===== config.mk =====
export PLATFORM = sky130hd
export DESIGN_NAME = worker_ready_queue_with_expiry
export DESIGN_NICKNAME = d
export VERILOG_FILES = /design/src/hdl/wrq_pkg.sv /design/src/hdl/wrq_cmp_unit.sv /design/src/hdl/wrq_apb_regs.sv /design/src/hdl/worker_ready_queue_with_expiry.sv
export SDC_FILE = /design/constraint.sdc
export NUM_CORES = 1
export LEC_CHECK = 0
export BUFFER_PORTS_ARGS = -buffer_cell sky130_fd_sc_hd__buf_2
export CAP_MARGIN = 5
export CORE_MARGIN = 4
export CORE_UTILIZATION = 58
export CTS_BUF_LIST = sky130_fd_sc_hd__clkbuf_4
export CTS_CLUSTER_SIZE = 12
export DETAILED_ROUTE_END_ITERATION = 8
export HOLD_SLACK_MARGIN = 0.08
export PLACE_DENSITY_LB_ADDON = 0.25
export SLEW_MARGIN = 0
export SYNTH_ARGS = -nofsm -noshare
export SYNTH_HDL_FRONTEND = slang
export SYNTH_HIERARCHICAL = 1
export SYNTH_SLANG_ARGS = --single-unit

===== constraint.sdc =====
create_clock -name i_clk -period 8.54 [get_ports i_clk]
set_input_delay 1.708 -clock i_clk [delete_from_list [all_inputs] [get_ports i_clk]]
set_output_delay 1.708 -clock i_clk [all_outputs]
set_load 0.02 [all_outputs]

===== src/hdl/wrq_pkg.sv =====
// Package for the worker ready queue with expiry.
// Holds sizes, payload structs, operation and status codes, FSM states and helpers.
// No dependencies.
package wrq_pkg;

    localparam int QUEUE_DEPTH = 16;
    localparam int ID_BITS     = 8;
    localparam int TIME_BITS   = 32;

    localparam int IDX_W  = (QUEUE_DEPTH > 1) ? $clog2(QUEUE_DEPTH) : 1;
    localparam int CNT_W  = $clog2(QUEUE_DEPTH + 1);
    localparam int UNIT_W = (TIME_BITS > ID_BITS) ? TIME_BITS : ID_BITS;

    localparam int OPERATION_W = 3;
    localparam int WORKER_ID_W = 8;
    localparam int STATUS_W    = 3;
    localparam int ENTRY_CNT_W = 5;
    localparam int HEAD_ID_W   = 8;
    localparam int DROPPED_W   = 5;

    localparam int TTL_W      = 20;
    localparam int TTL_RESET  = 3;
    localparam int APB_DATA_W = 32;
    localparam int APB_ADDR_W = 3;
    localparam logic CFG_TTL_IDX = 1'b0;

    typedef struct packed {
        logic [OPERATION_W-1:0] operation;
        logic [WORKER_ID_W-1:0] worker_id;
    } t_in_item;

    typedef struct packed {
        logic [STATUS_W-1:0]    status;
        logic [ENTRY_CNT_W-1:0] entry_count;
        logic                   head_valid;
        logic [HEAD_ID_W-1:0]   head_id;
        logic [DROPPED_W-1:0]   dropped_count;
    } t_out_item;

    typedef enum logic [OPERATION_W-1:0] {
        OP_TICK    = 3'd0,
        OP_PUSH    = 3'd1,
        OP_REFRESH = 3'd2,
        OP_ERASE   = 3'd3,
        OP_POP     = 3'd4,
        OP_PURGE   = 3'd5
    } t_op;

    typedef enum logic [STATUS_W-1:0] {
        STAT_OK      = 3'd0,
        STAT_PRESENT = 3'd1,
        STAT_ABSENT  = 3'd2,
        STAT_FULL    = 3'd3,
        STAT_EMPTY   = 3'd4
    } t_status;

    typedef enum logic [1:0] {
        S_IDLE,
        S_SCAN,
        S_FINISH,
        S_HEAD
    } t_state;

    typedef struct packed {
        logic equal;
        logic later;
    } t_cmp_res;

    function automatic logic [IDX_W-1:0] wrap_index(input logic [IDX_W:0] sum);
        logic [IDX_W:0] red;
        red = sum;
        if (sum >= (IDX_W+1)'(QUEUE_DEPTH)) begin
            red = sum - (IDX_W+1)'(QUEUE_DEPTH);
        end
        return red[IDX_W-1:0];
    endfunction

endpackage


===== src/hdl/wrq_cmp_unit.sv =====
// Shared subtract-and-compare unit of the worker queue.
// Gives equality of identifiers and modular "later than" of time stamps.
// Depends on wrq_pkg.
module wrq_cmp_unit (
    input  logic [wrq_pkg::UNIT_W-1:0] i_a,
    input  logic [wrq_pkg::UNIT_W-1:0] i_b,
    output wrq_pkg::t_cmp_res          o_res
);

    logic [wrq_pkg::UNIT_W-1:0] diff;

    assign diff = i_a - i_b;

    always_comb begin
        o_res.equal = (diff == '0);
        o_res.later = (diff[wrq_pkg::TIME_BITS-1:0] != '0) && !diff[wrq_pkg::TIME_BITS-1];
    end

endmodule


===== src/hdl/wrq_apb_regs.sv =====
// Configuration register block of the worker queue on an APB-style port.
// Holds the time-to-live register.
// Depends on wrq_pkg.
module wrq_apb_regs (
    input  logic                             i_clk,
    input  logic                             i_rst_n,
    input  logic                             psel,
    input  logic                             penable,
    input  logic                             pwrite,
    input  logic [wrq_pkg::APB_ADDR_W-1:0]   paddr,
    input  logic [wrq_pkg::APB_DATA_W-1:0]   pwdata,
    output logic [wrq_pkg::APB_DATA_W-1:0]   prdata,
    output logic                             pready,
    output logic [wrq_pkg::TTL_W-1:0]        o_ttl
);

    logic [wrq_pkg::TTL_W-1:0] r_ttl;
    logic                      sel_ttl;

    assign sel_ttl = (paddr[2] == wrq_pkg::CFG_TTL_IDX);
    assign pready  = 1'b1;
    assign o_ttl   = r_ttl;

    always_ff @(posedge i_clk) begin
        if (!i_rst_n) begin
            r_ttl <= wrq_pkg::TTL_W'(wrq_pkg::TTL_RESET);
        end else if (psel && penable && pwrite && pready && sel_ttl) begin
            r_ttl <= pwdata[wrq_pkg::TTL_W-1:0];
        end
    end

    always_comb begin
        prdata = '0;
        if (sel_ttl) begin
            prdata = wrq_pkg::APB_DATA_W'(r_ttl);
        end
    end

endmodule


===== src/hdl/worker_ready_queue_with_expiry.sv =====
// Worker ready queue with expiry: top level with the sequencer and entry store.
// Depends on wrq_pkg, wrq_cmp_unit and wrq_apb_regs.
// Push, refresh, erase and purge walk the queue one entry a cycle in the scan state,
// then pass S_FINISH and S_HEAD; tick, pop and unused codes skip the scan. The result
// is registered on leaving S_HEAD, and the next transaction is taken back in idle. A held
// output stalls S_HEAD. Synchronous reset clears count, head and time, ttl is 3.
module worker_ready_queue_with_expiry (
    input  logic                           i_clk,
    input  logic                           i_rst_n,
    input  logic                           i_in_valid,
    output logic                           o_in_ready,
    input  wrq_pkg::t_in_item              i_in_data,
    output logic                           o_out_valid,
    input  logic                           i_out_ready,
    output wrq_pkg::t_out_item             o_out_data,
    input  logic                           psel,
    input  logic                           penable,
    input  logic                           pwrite,
    input  logic [wrq_pkg::APB_ADDR_W-1:0] paddr,
    input  logic [wrq_pkg::APB_DATA_W-1:0] pwdata,
    output logic [wrq_pkg::APB_DATA_W-1:0] prdata,
    output logic                           pready
);

    localparam int DEPTH = wrq_pkg::QUEUE_DEPTH;
    localparam int IW    = wrq_pkg::IDX_W;
    localparam int CW    = wrq_pkg::CNT_W;
    localparam int TW    = wrq_pkg::TIME_BITS;
    localparam int DW    = wrq_pkg::ID_BITS;

    logic [DW-1:0] r_mem_id  [DEPTH];
    logic [TW-1:0] r_mem_exp [DEPTH];

    wrq_pkg::t_state    r_state, n_state;
    wrq_pkg::t_op       r_op, n_op;
    wrq_pkg::t_status   r_status, n_status;
    logic [DW-1:0]      r_id, n_id;
    logic [CW-1:0]      r_k, n_k;
    logic [CW-1:0]      r_w, n_w;
    logic [CW-1:0]      r_occ, n_occ;
    logic [CW-1:0]      r_dropped, n_dropped;
    logic [IW-1:0]      r_head, n_head;
    logic [TW-1:0]      r_time, n_time;
    logic               r_found, n_found;
    logic               r_out_valid, n_out_valid;
    wrq_pkg::t_out_item r_out, n_out;
    logic [DW-1:0]      r_rd_id;
    logic [TW-1:0]      r_rd_exp;

    logic [wrq_pkg::TTL_W-1:0] ttl;
    logic [TW-1:0]             new_exp;
    logic [IW-1:0]             scan_slot, keep_slot, tail_slot, rd_addr;
    logic                      wr_en;
    logic [IW-1:0]             wr_addr;
    logic [DW-1:0]             wr_id;
    logic [TW-1:0]             wr_exp;
    logic [wrq_pkg::UNIT_W-1:0] cmp_a, cmp_b;
    wrq_pkg::t_cmp_res         cmp;
    logic                      in_fire;

    wrq_apb_regs u_regs (
        .i_clk   (i_clk),
        .i_rst_n (i_rst_n),
        .psel    (psel),
        .penable (penable),
        .pwrite  (pwrite),
        .paddr   (paddr),
        .pwdata  (pwdata),
        .prdata  (prdata),
        .pready  (pready),
        .o_ttl   (ttl)
    );

    wrq_cmp_unit u_cmp (
        .i_a   (cmp_a),
        .i_b   (cmp_b),
        .o_res (cmp)
    );

    assign o_in_ready  = (r_state == wrq_pkg::S_IDLE);
    assign o_out_valid = r_out_valid;
    assign o_out_data  = r_out;
    assign in_fire     = i_in_valid && o_in_ready;

    assign new_exp   = r_time + TW'(ttl);
    assign scan_slot = wrq_pkg::wrap_index({1'b0, r_head} + {1'b0, r_k[IW-1:0]});
    assign keep_slot = wrq_pkg::wrap_index({1'b0, r_head} + {1'b0, r_w[IW-1:0]});
    assign tail_slot = wrq_pkg::wrap_index({1'b0, r_head} + {1'b0, r_occ[IW-1:0]});
    assign rd_addr   = (n_state == wrq_pkg::S_HEAD) ? n_head :
                       wrq_pkg::wrap_index({1'b0, n_head} + {1'b0, n_k[IW-1:0]});

    always_comb begin
        if (r_op == wrq_pkg::OP_PURGE) begin
            cmp_a = wrq_pkg::UNIT_W'(r_time);
            cmp_b = wrq_pkg::UNIT_W'(r_rd_exp);
        end else begin
            cmp_a = wrq_pkg::UNIT_W'(r_id);
            cmp_b = wrq_pkg::UNIT_W'(r_rd_id);
        end
    end

    always_ff @(posedge i_clk) begin
        if (wr_en) begin
            r_mem_id[wr_addr]  <= wr_id;
            r_mem_exp[wr_addr] <= wr_exp;
        end
        if (wr_en && (wr_addr == rd_addr)) begin
            r_rd_id  <= wr_id;
            r_rd_exp <= wr_exp;
        end else begin
            r_rd_id  <= r_mem_id[rd_addr];
            r_rd_exp <= r_mem_exp[rd_addr];
        end
    end

    always_ff @(posedge i_clk) begin
        if (!i_rst_n) begin
            r_state <= wrq_pkg::S_IDLE;
        end else begin
            r_state <= n_state;
        end
    end

    always_ff @(posedge i_clk) begin
        if (!i_rst_n) begin
            r_occ       <= '0;
            r_head      <= '0;
            r_time      <= '0;
            r_out_valid <= 1'b0;
        end else begin
            r_occ       <= n_occ;
            r_head      <= n_head;
            r_time      <= n_time;
            r_out_valid <= n_out_valid;
        end
    end

    always_ff @(posedge i_clk) begin
        r_op      <= n_op;
        r_status  <= n_status;
        r_id      <= n_id;
        r_k       <= n_k;
        r_w       <= n_w;
        r_dropped <= n_dropped;
        r_found   <= n_found;
        r_out     <= n_out;
    end

    always_comb begin
        n_state     = r_state;
        n_op        = r_op;
        n_status    = r_status;
        n_id        = r_id;
        n_k         = r_k;
        n_w         = r_w;
        n_occ       = r_occ;
        n_dropped   = r_dropped;
        n_head      = r_head;
        n_time      = r_time;
        n_found     = r_found;
        n_out       = r_out;
        n_out_valid = r_out_valid && !i_out_ready;
        wr_en       = 1'b0;
        wr_addr     = keep_slot;
        wr_id       = r_rd_id;
        wr_exp      = r_rd_exp;

        case (r_state)
            wrq_pkg::S_IDLE: begin
                if (in_fire) begin
                    n_op      = wrq_pkg::t_op'(i_in_data.operation);
                    n_id      = DW'(i_in_data.worker_id);
                    n_k       = '0;
                    n_w       = '0;
                    n_found   = 1'b0;
                    n_dropped = '0;
                    n_status  = wrq_pkg::STAT_OK;
                    if (i_in_data.operation inside {wrq_pkg::OP_PUSH, wrq_pkg::OP_REFRESH,
                                                    wrq_pkg::OP_ERASE, wrq_pkg::OP_PURGE}) begin
                        n_state = wrq_pkg::S_SCAN;
                    end else begin
                        n_state = wrq_pkg::S_FINISH;
                    end
                end
            end
            wrq_pkg::S_SCAN: begin
                if (r_k == r_occ) begin
                    n_state = wrq_pkg::S_FINISH;
                end else begin
                    n_k = r_k + CW'(1);
                    case (r_op)
                        wrq_pkg::OP_PUSH: begin
                            if (cmp.equal) begin
                                n_found = 1'b1;
                            end
                        end
                        wrq_pkg::OP_REFRESH: begin
                            if (cmp.equal) begin
                                n_found = 1'b1;
                                wr_en   = 1'b1;
                                wr_addr = scan_slot;
                                wr_exp  = new_exp;
                            end
                        end
                        wrq_pkg::OP_ERASE: begin
                            if (cmp.equal && !r_found) begin
                                n_found = 1'b1;
                            end else begin
                                wr_en = 1'b1;
                                n_w   = r_w + CW'(1);
                            end
                        end
                        wrq_pkg::OP_PURGE: begin
                            if (cmp.later) begin
                                n_dropped = r_dropped + CW'(1);
                            end else begin
                                wr_en = 1'b1;
                                n_w   = r_w + CW'(1);
                            end
                        end
                        default: begin
                        end
                    endcase
                end
            end
            wrq_pkg::S_FINISH: begin
                n_state = wrq_pkg::S_HEAD;
                case (r_op)
                    wrq_pkg::OP_TICK: begin
                        n_time = r_time + TW'(1);
                    end
                    wrq_pkg::OP_PUSH: begin
                        if (r_found) begin
                            n_status = wrq_pkg::STAT_PRESENT;
                        end else if (r_occ == CW'(DEPTH)) begin
                            n_status = wrq_pkg::STAT_FULL;
                        end else begin
                            wr_en   = 1'b1;
                            wr_addr = tail_slot;
                            wr_id   = r_id;
                            wr_exp  = new_exp;
                            n_occ   = r_occ + CW'(1);
                        end
                    end
                    wrq_pkg::OP_REFRESH: begin
                        if (!r_found) begin
                            n_status = wrq_pkg::STAT_ABSENT;
                        end
                    end
                    wrq_pkg::OP_ERASE: begin
                        if (!r_found) begin
                            n_status = wrq_pkg::STAT_ABSENT;
                        end
                        n_occ = r_w;
                    end
                    wrq_pkg::OP_POP: begin
                        if (r_occ == '0) begin
                            n_status = wrq_pkg::STAT_EMPTY;
                        end else begin
                            n_head = wrq_pkg::wrap_index({1'b0, r_head} + (IW+1)'(1));
                            n_occ  = r_occ - CW'(1);
                        end
                    end
                    wrq_pkg::OP_PURGE: begin
                        n_occ = r_w;
                    end
                    default: begin
                    end
                endcase
            end
            wrq_pkg::S_HEAD: begin
                if (!r_out_valid || i_out_ready) begin
                    n_out.status        = wrq_pkg::STATUS_W'(r_status);
                    n_out.entry_count   = wrq_pkg::ENTRY_CNT_W'(r_occ);
                    n_out.head_valid    = (r_occ != '0);
                    n_out.head_id       = (r_occ != '0) ? wrq_pkg::HEAD_ID_W'(r_rd_id) : '0;
                    n_out.dropped_count = (r_op == wrq_pkg::OP_PURGE) ?
                                          wrq_pkg::DROPPED_W'(r_dropped) : '0;
                    n_out_valid         = 1'b1;
                    n_state             = wrq_pkg::S_IDLE;
                end
            end
            default: begin
                n_state = wrq_pkg::S_IDLE;
            end
        endcase
    end

    a_occ_bound: assert property (@(posedge i_clk) disable iff (!i_rst_n)
        r_occ <= CW'(DEPTH))
        else $error("occupancy exceeds queue depth");

    a_keep_behind_read: assert property (@(posedge i_clk) disable iff (!i_rst_n)
        (r_state == wrq_pkg::S_SCAN) |-> (r_w <= r_k && r_k <= r_occ))
        else $error("compaction write index passed the read index");

    a_accept_leaves_idle: assert property (@(posedge i_clk) disable iff (!i_rst_n)
        in_fire |=> (r_state != wrq_pkg::S_IDLE))
        else $error("accepted transaction did not start processing");

    a_tick_advances: assert property (@(posedge i_clk) disable iff (!i_rst_n)
        (r_state == wrq_pkg::S_FINISH && r_op == wrq_pkg::OP_TICK)
        |=> (r_time == $past(r_time) + TW'(1)))
        else $error("tick did not advance time");

    a_head_consistent: assert property (@(posedge i_clk) disable iff (!i_rst_n)
        o_out_valid |-> (o_out_data.head_valid == (o_out_data.entry_count != '0)))
        else $error("head valid disagrees with entry count");

endmodule

# Yosys cells after proc, flatten, opt, wreduce, memory -nomap -nowiden

Memory sizes are Yosys's and may differ from the RTL's. A register that Yosys moved wholly into a read port is not among the register bits.
Cells that the tools add are included.

Multiplexer cells: 78
Reductions and logical operators: 34
$add $sub $neg: 18
Equal/unequal tests: 32
Bitwise operators: 1
Magnitude comparators: 5

Operator list:

| cell                  | count |
|---|---|
| $mux 32               | 8 |
| $pmux 32 s2           | 1 |
| $mux 4                | 15 |
| $mux 5                | 12 |
| $pmux 5 s2            | 4 |
| $add 32x1->32 const B | 1 |
| $add 32x20->32        | 1 |
| $logic_not 32->1      | 1 |
| $mux 8                | 4 |
| $reduce_bool 32->1    | 1 |
| $sub 32x32->32        | 1 |
| $ge 5x5->1 const B    | 5 |
| $ne 3x3->1 const B    | 8 |
| $add 4x4->5           | 4 |
| $add 5x1->5 const B   | 4 |
| $mux 20               | 1 |
| $sub 4x1->4 const B   | 5 |
| $reduce_and 6->1      | 3 |
| $mux 1                | 15 |
| $mux 3                | 5 |
| $pmux 5 s3            | 1 |
| $eq 3x2->1 const B    | 4 |
| $ne 2x2->1 const B    | 6 |
| $reduce_and 5->1      | 2 |
| 32 further kinds      | 56 |

Register bits after elaboration: 116
Logic and storage cells: 189
Input bits: 53
Memories: 2
Output and inout port bits: 57
RAM bits: 640

Memory list:

| memory    | depth | width | rd ports | clocked after memory_dff | wr ports | line                                 | source |
|---|---|---|---|---|---|---|---|
| r_mem_exp | 16    | 32    | 1        | 1                        | 1        | worker_ready_queue_with_expiry.sv:32 | `logic [TW-1:0] r_mem_exp [DEPTH];` |
| r_mem_id  | 16    | 8     | 1        | 1                        | 1        | worker_ready_queue_with_expiry.sv:31 | `logic [DW-1:0] r_mem_id [DEPTH];` |

# Logic depth before layout (Yosys ltp)

Gate-level depths: netlist of the first run.

Depth in word-level cells: 11
Depth in mapped cells: 27
Mapped depth without buffers: 23

# Modules after synthesis

The synthesis of the first run kept the hierarchy.

By module, submodules not included:

| module                         | cells an instance | area each (um^2) | sequential area each (um^2) | times used |
|---|---|---|---|---|
| worker_ready_queue_with_expiry | 1770              | 31401.4          | 21700.8                     | 1 |
| wrq_cmp_unit                   | 333               | 2115.8           | 0.0                         | 1 |
| wrq_apb_regs                   | 125               | 1051.0           | 400.4                       | 1 |

# Least setup slack after synthesis of the first run

No wires, ideal clock.

Path type: reg2reg
From: reg with a tool-made name
To: mem r_mem_exp[0][0] (netlist bit) (enable)
Period minus slack after synthesis: 7.924 ns
Slack: 0.616 ns
Setup time: 0.438 ns
Buffers on the path: 4
Data required time: 8.102 ns
Data arrival time: 7.486 ns
Cell stages (with the launch flop): 26
Path through: dfxtp_1 > buf_2 > buf_2 > buf_2 > mux4_2 > mux4_2 > nand2_1 > nand2_1 > inv_1 > ha_1 > nor2b_4 > o211a_4 > o211ai_2 > a21oi_2 > or3_4 > a2111oi_4 > nand4_1 > nor4_2 > and4b_1 > and4bb_2 > o21ai_0 > a211o_1 > buf_2 > a21o_1 > or3_4 > nor2_1

RTL lines:

| what      | line |
|---|---|
| to (decl) | worker_ready_queue_with_expiry.sv:32 |

==> run_results.csv, run 1 <==
group,metric,value,unit
timing,fmax,124.9,MHz
synthesis,ys.warnings.count,6,
finish,fillCellCount,4155,
synthesis,ys_seq_area_share,63.94,%
routing,remaining_drc_errors,0,
setup_path,crit_path_top_delay_cell,"dfxtp_4",
clocking,clock-sinks,760,
clocking,cts_max_path_buffers,3,
finish,drive_above_1_share,27.51,%
clocking,cts-root-buf,"clkbuf_4",
floorplanning,io_pins,110,
finish,stdcell_count,3369,
global_route,antenna_found_initial,5,
routing,wl_per_cell,25.51,um
timing,hold_violations,0,
pwr,ir_drop,0.1291,mV
setup_path,critPathMaxStageDelay,0.71,ns
floorplanning,start_util,58.57,%
global_route,first_global_vias,21278,
synthesis,yosysUniqueCellTypes,89,
timing,final.setup.tns,0,ns
clocking,htree_levels,4,
placed_design,routabilityCongestion,0.9241,
synthesis,synthCells,2228,
floorplanning,coreArea,0.05902,sq mm
clocking,cts_buffers,188,
timing,setup_violations,0,
routing,via_per_inst,6.290,
floorplanning,die-area,0.06357,sq mm
setup_path,worst_setup_path_start_kind,"flop",
setup_path,ff2ff_setup_slack,0.54,ns
floorplanning,num_rows,89,
status,status,"completed",
synthesis,ys.flop_type,"edfxtp_1",
timing,fin_skew,0.08075,ns
hold_path,hold_path.class,"flop to flop",
placed_design,io_buffers,82,
global_route,grt_max_degree,46,
clocking,cts_tree,"built",
routing,wirelength,85.95,mm
synthesis,syn_area_per_cell,15.52,sq um
floorplanning,die_h,252.1,um
finish,layout.nets,2597,
routing,via_count,21191,
finish,area_growth,12.38,%
clocking,postCtsSetupBuffers,0,
synthesis,syn_area,0.03457,sq mm
synthesis,synth-edff-count,688,
setup_path,worstPathArrival,8.68,ns
setup_path,cp.required,9.21,ns
setup_path,cpMostUsedCell,"nand2_1",
placed_design,post-dp-hpwl,52.47,mm
finish,final_area,0.03885,sq mm
clocking,clkLatencyLatePin,1.05,ns
timing,finalCritPeriodShare,93.72,%
timing,max_slew_margin,18.11,%
timing,layout_min_cycle_time,8.004,ns
timing,rsz0062_at_grt,"false",
routing,antenna_left,0,
floorplanning,die_x,252.1,um
clocking,cts_hold_buf,0,
global_route,grt_overflow,0,
global_route,grt_usage,27.40,%
timing,maxSlewViolCount,0,
setup_path,critical_path_peak_fanout,24,
pwr,p_leak,0.01341,uW
routing,first_iter_violations,2271,
placed_design,dp.cells,3046,
routing,firstDrtPassIters,7,
synthesis,synth_seq_cells,760,
setup_path,critical_path_class,"flop to flop",
setup_path,end_kind,"flop",
pwr,p_per_area,258.8,mW/mm^2
run,maxCapViolations,0,
timing,worstMarginPinSlew,1.223,ns
placed_design,dpl_cell_area,0.03645,sq mm
clocking,cts_resized,0,
finish,layout_commonest_cell,"edfxtp_1",
setup_path,crit_chain,"buf_12 > mux4_2 > mux4_2 > nand2_1 > nand2_1 > inv_1 > ha_1 > and2_1 > and4_1 > o211ai_2 > a21oi_2 > or3_4 > a2111oi_4 > nand4_1 > nor4_2 > and4b_1 > and4bb_2 > o21ai_0 > a211o_1 > a222oi_1 > nand2_1 > nor2_4 > buf_12",
global_route,grt_pass1_wl,129.1,mm
synthesis,ys_async_sr_fraction,0,%
clocking,clkTransAtPathRegs,0.07,ns
finish,mostFrequentLayoutCells,"688 x edfxtp_1, 277 x clkbuf_4, 200 x mux4_2, 184 x nand2_1, 89 x nor2_1",
## path summary, 6_finish.rpt
check	endpoint	start	depth (start not counted)
worst max-delay path	r_mem_exp[8][17]	flop	23
worst min-delay path	o_out_data[20]	r_status[1]	0
worst min register to register	o_out_data[20]	r_status[1]	0
worst max register to register	r_mem_exp[8][17]	flop	23
## Yosys cell counts (16+ instances only)
| cell type | count | share of area [%] |
|---|---|---|
| inv_1 | 65 | 0.71 |
| nand2_1 | 184 | 2.0 |
| a21oi_1 | 84 | 1.2 |
| o21ai_0 | 80 | 1.2 |
| and2_1 | 73 | 1.3 |
| mux4_2 | 200 | 13 |
| xnor2_1 | 44 | 1.1 |
| nor2b_1 | 37 | 0.67 |
| mux2i_1 | 26 | 0.75 |
| xor2_1 | 34 | 0.86 |
| or3_1 | 16 | 0.29 |
| edfxtp_1 | 688 | 60 |
| nand3_1 | 35 | 0.51 |
| dfxtp_1 | 72 | 4.2 |
| clkbuf_1 | 71 | 0.77 |
| nor3_1 | 19 | 0.28 |
| buf_2 | 32 | 0.46 |
| nor2_1 | 106 | 1.2 |
| ha_1 | 75 | 2.7 |
| a21o_1 | 22 | 0.48 |
| nand4_1 | 28 | 0.51 |
## flip-flops by register name (all words and copies together), names as in the netlist, named ones only
register / cells
r_mem_exp: 512
r_mem_id: 128
r_time: 32
o_out_data: 22
u_regs/o_ttl: 20
r_id: 8
r_dropped: 5
r_k: 5
r_occ: 5
r_w: 5
r_head: 4
r_op: 3
r_status: 3
r_state: 2
o_out_valid: 1
r_found: 1
## per-layer routing
layer | up-vias | track usage (%) | routed length, um
li1 | 9284 | - | -
met1 | 10602 | 37.95 | 33850
met2 | 1147 | 41.98 | 40440
met3 | 154 | 8.242 | 9003
met4 | 4 | 9.978 | 2632
met5 | - | 0 | 27
## worst max-delay path, delay by kind of cell, from the launching register on
family	cells	cell delay, ns
simple gates	11	3.22
compound gates	6	1.57
mux	2	1.11
flops	1	0.71
buf+inv	3	0.65
fa+ha+maj	1	0.31
## final cells by class
type / count / area [sq um] / area share [%]
Clock inverter: 45 / 311.5 / 0.8020
Multi-Input combinational cell: 1289 / 11810 / 30.39
Inverter: 66 / 247.7 / 0.6377
Antenna cell: 1 / 2.502 / 0.006442
Clock buffer: 277 / 2079 / 5.353
Tap cell: 773 / 967.2 / 2.490
Sequential cell: 760 / 22110 / 56.92
Timing Repair Buffer: 158 / 1319 / 3.395
## metrics by stage
stage	power [uW]	util (%)	hold WS, ns	setup WS, ns
2_1_floorplan	6334	-	0.4003	0.6162
3_3_place_gp	6998	61.77	0.4077	0.7127
3_5_place_dp	7081	61.77	0.4057	0.6563
4_1_cts	10110	65.82	0.4209	0.5556
5_1_grt	10550	65.82	0.4357	0.2174
6_report	10050	65.82	0.4189	0.5359
## logic make-up (layout without fill, tap and decap cells)
| group | count (synthesis) | in the layout | synth area share (%) |
|---|---|---|---|
| simple gates | 566 | 566 | 8.383 |
| mux | 236 | 236 | 14.11 |
| fa+ha+maj | 81 | 81 | 3.062 |
| compound gates | 315 | 315 | 6.106 |
| other cells | 2 | 14 | 0.02173 |
| buf+inv | 190 | 546 | 2.407 |
| xor+xnor | 78 | 78 | 1.976 |
| flops | 760 | 760 | 63.94 |
## power by group
group,leakage [uW],internal (uW),switching (uW)
logic,0.00517,876,1440
registers,0.00683,4590,125
clock network,0.00141,1600,1420
(Power assumes the default switching activity.)
==> run 2: changes to the inputs <==
GPL_TIMING_DRIVEN = 0   (was unset)
==> run_results.csv, run 2 (synthesized netlist as in run 1, its figures left out) <==
group,metric,value,unit
setup_path,critical_path_class,"flop to flop",
finish,final_area,0.03951,sq mm
status,status,"completed",
floorplanning,io_pins,110,
timing,fmax,121.4,MHz
timing,max_slew_margin,17.83,%
run,maxCapViolations,0,
timing,layout_min_cycle_time,8.236,ns
timing,final.setup.tns,0,ns
placed_design,dpl_cell_area,0.03672,sq mm
placed_design,io_buffers,82,
setup_path,end_kind,"flop",
routing,wl_per_cell,26.70,um
finish,layout.nets,2722,
setup_path,cp.required,9.21,ns
floorplanning,die-area,0.06357,sq mm
setup_path,crit_path_top_delay_cell,"dfxtp_1",
timing,setup_violations,0,
clocking,htree_levels,4,
routing,antenna_left,0,
timing,worstMarginPinSlew,1.232,ns
global_route,first_global_vias,22122,
clocking,cts_tree,"built",
routing,wirelength,93.33,mm
routing,remaining_drc_errors,0,
timing,whs,0.4212,ns
clocking,cts_hold_buf,0,
floorplanning,die_x,252.1,um
global_route,grt_usage,29.62,%
global_route,antenna_found_initial,5,
pwr,p_leak,0.01376,uW
routing,first_iter_violations,2737,
setup_path,cp.buffers_inverters,8,
routing,via_per_inst,6.310,
clocking,clkTransAtPathRegs,0.06,ns
clocking,cts_max_path_buffers,3,
finish,stdcell_count,3496,
routing,top_layer,"met5",
timing,fin_skew,0.05304,ns
routing,wl_met1,34.95,mm
global_route,grt_max_degree,21,
floorplanning,coreArea,0.05902,sq mm
placed_design,routabilityCongestion,0.8843,
setup_path,worstPathArrival,8.91,ns
floorplanning,die_h,252.1,um
finish,fillCellCount,4084,
floorplanning,start_util,58.57,%
routing,wl_met2,44.32,mm
clocking,clkLatencyLatePin,1.01,ns
setup_path,ff2ff_setup_slack,0.30,ns
floorplanning,num_rows,89,
setup_path,critical_path_peak_fanout,18,
finish,mostFrequentLayoutCells,"688 x edfxtp_1, 276 x clkbuf_4, 200 x mux4_2, 183 x nand2_1, 109 x buf_2",
finish,largest_reg_flops,512,
placed_design,dp.cells,3128,
global_route,grt_pass1_wl,138.2,mm
timing,finalCritPeriodShare,96.44,%
timing,setup_ws,0.3043,ns
clocking,cts_buffers,186,
routing,via_count,22061,
setup_path,critPathMaxStageDelay,0.65,ns
pwr,ir_drop,0.1527,mV
placed_design,dp_slack,-0.8743,ns
finish,area_growth,14.31,%
global_route,grt_overflow,0,
clocking,clock-sinks,760,
pwr,p_per_area,256.4,mW/mm^2
finish,drive_above_1_share,28.89,%
routing,firstDrtPassIters,7,
timing,hold_violations,0,
setup_path,crit_family,"simple AND/OR/NAND/NOR gates",
routing,met3WireLength,11.04,mm
placed_design,post-dp-hpwl,62.49,mm
clocking,cts-root-buf,"clkbuf_4",
finish,layout_commonest_cell,"edfxtp_1",
setup_path,worst_setup_path_start_kind,"flop",
timing,maxSlewViolCount,0,
finish,largest_register,"r_mem_exp",
finish,top_regs,"r_mem_exp x512, r_mem_id x128, r_time x32",
hold_path,hold_path.class,"flop to flop",
[run 2: path summary, 6_finish.rpt]
path                     from                to  depth (start not counted)
hold reg to reg   r_status[0]    o_out_data[19]                          0
hold / removal    r_status[0]    o_out_data[19]                          0
setup reg to reg         flop  r_mem_exp[3][13]                         26
setup / recovery         flop  r_mem_exp[3][13]                         26
[run 2: where the power goes]
| group | switching, uW | internal, uW |
|---|---|---|
| registers | 106 | 4600 |
| clock network | 1410 | 1460 |
| logic | 1640 | 909 |
| total | 3160 | 6970 |
[run 2: repair_timing]
action / CTS / global route
endpoints found under the setup margin: 893 / 941
buffers inserted: 27 / 12
hold endpoints to repair: 0 / 0
pin swaps: 14 / 7
gates cloned: 7 / 0
resized for setup: 30 / 23
[run 2: through the flow]
| stage | power (uW) | util (%) |
|---|---|---|
| after floorplan | 6334 | - |
| after global routing | 10610 | 66.94 |
| after global placement | 7001 | 60.98 |
| after detailed placement | 7139 | 62.22 |
| after CTS | 10100 | 66.63 |
| final | 10130 | 66.95 |
[run 2: layout make-up]
class	count	area (sq um)	share of cell area (%)
clock inverter	50	265.3	0.6713
multi-input combinational	1296	11950	30.23
antenna	6	15.01	0.03800
clock buffer	267	2004	5.073
sequential	760	22100	55.93
buffer	123	620.6	1.571
inverter	66	247.7	0.6270
tap	773	967.2	2.448
timing repair buffer	155	1348	3.410
[run 2: per-layer routing]
| layer | vias to the layer above | track usage [%] |
|---|---|---|
| li1 | 9535 | - |
| met1 | 10968 | 39.92 |
| met2 | 1362 | 46.87 |
| met3 | 194 | 8.829 |
| met4 | 2 | 10.37 |
| met5 | - | 0 |
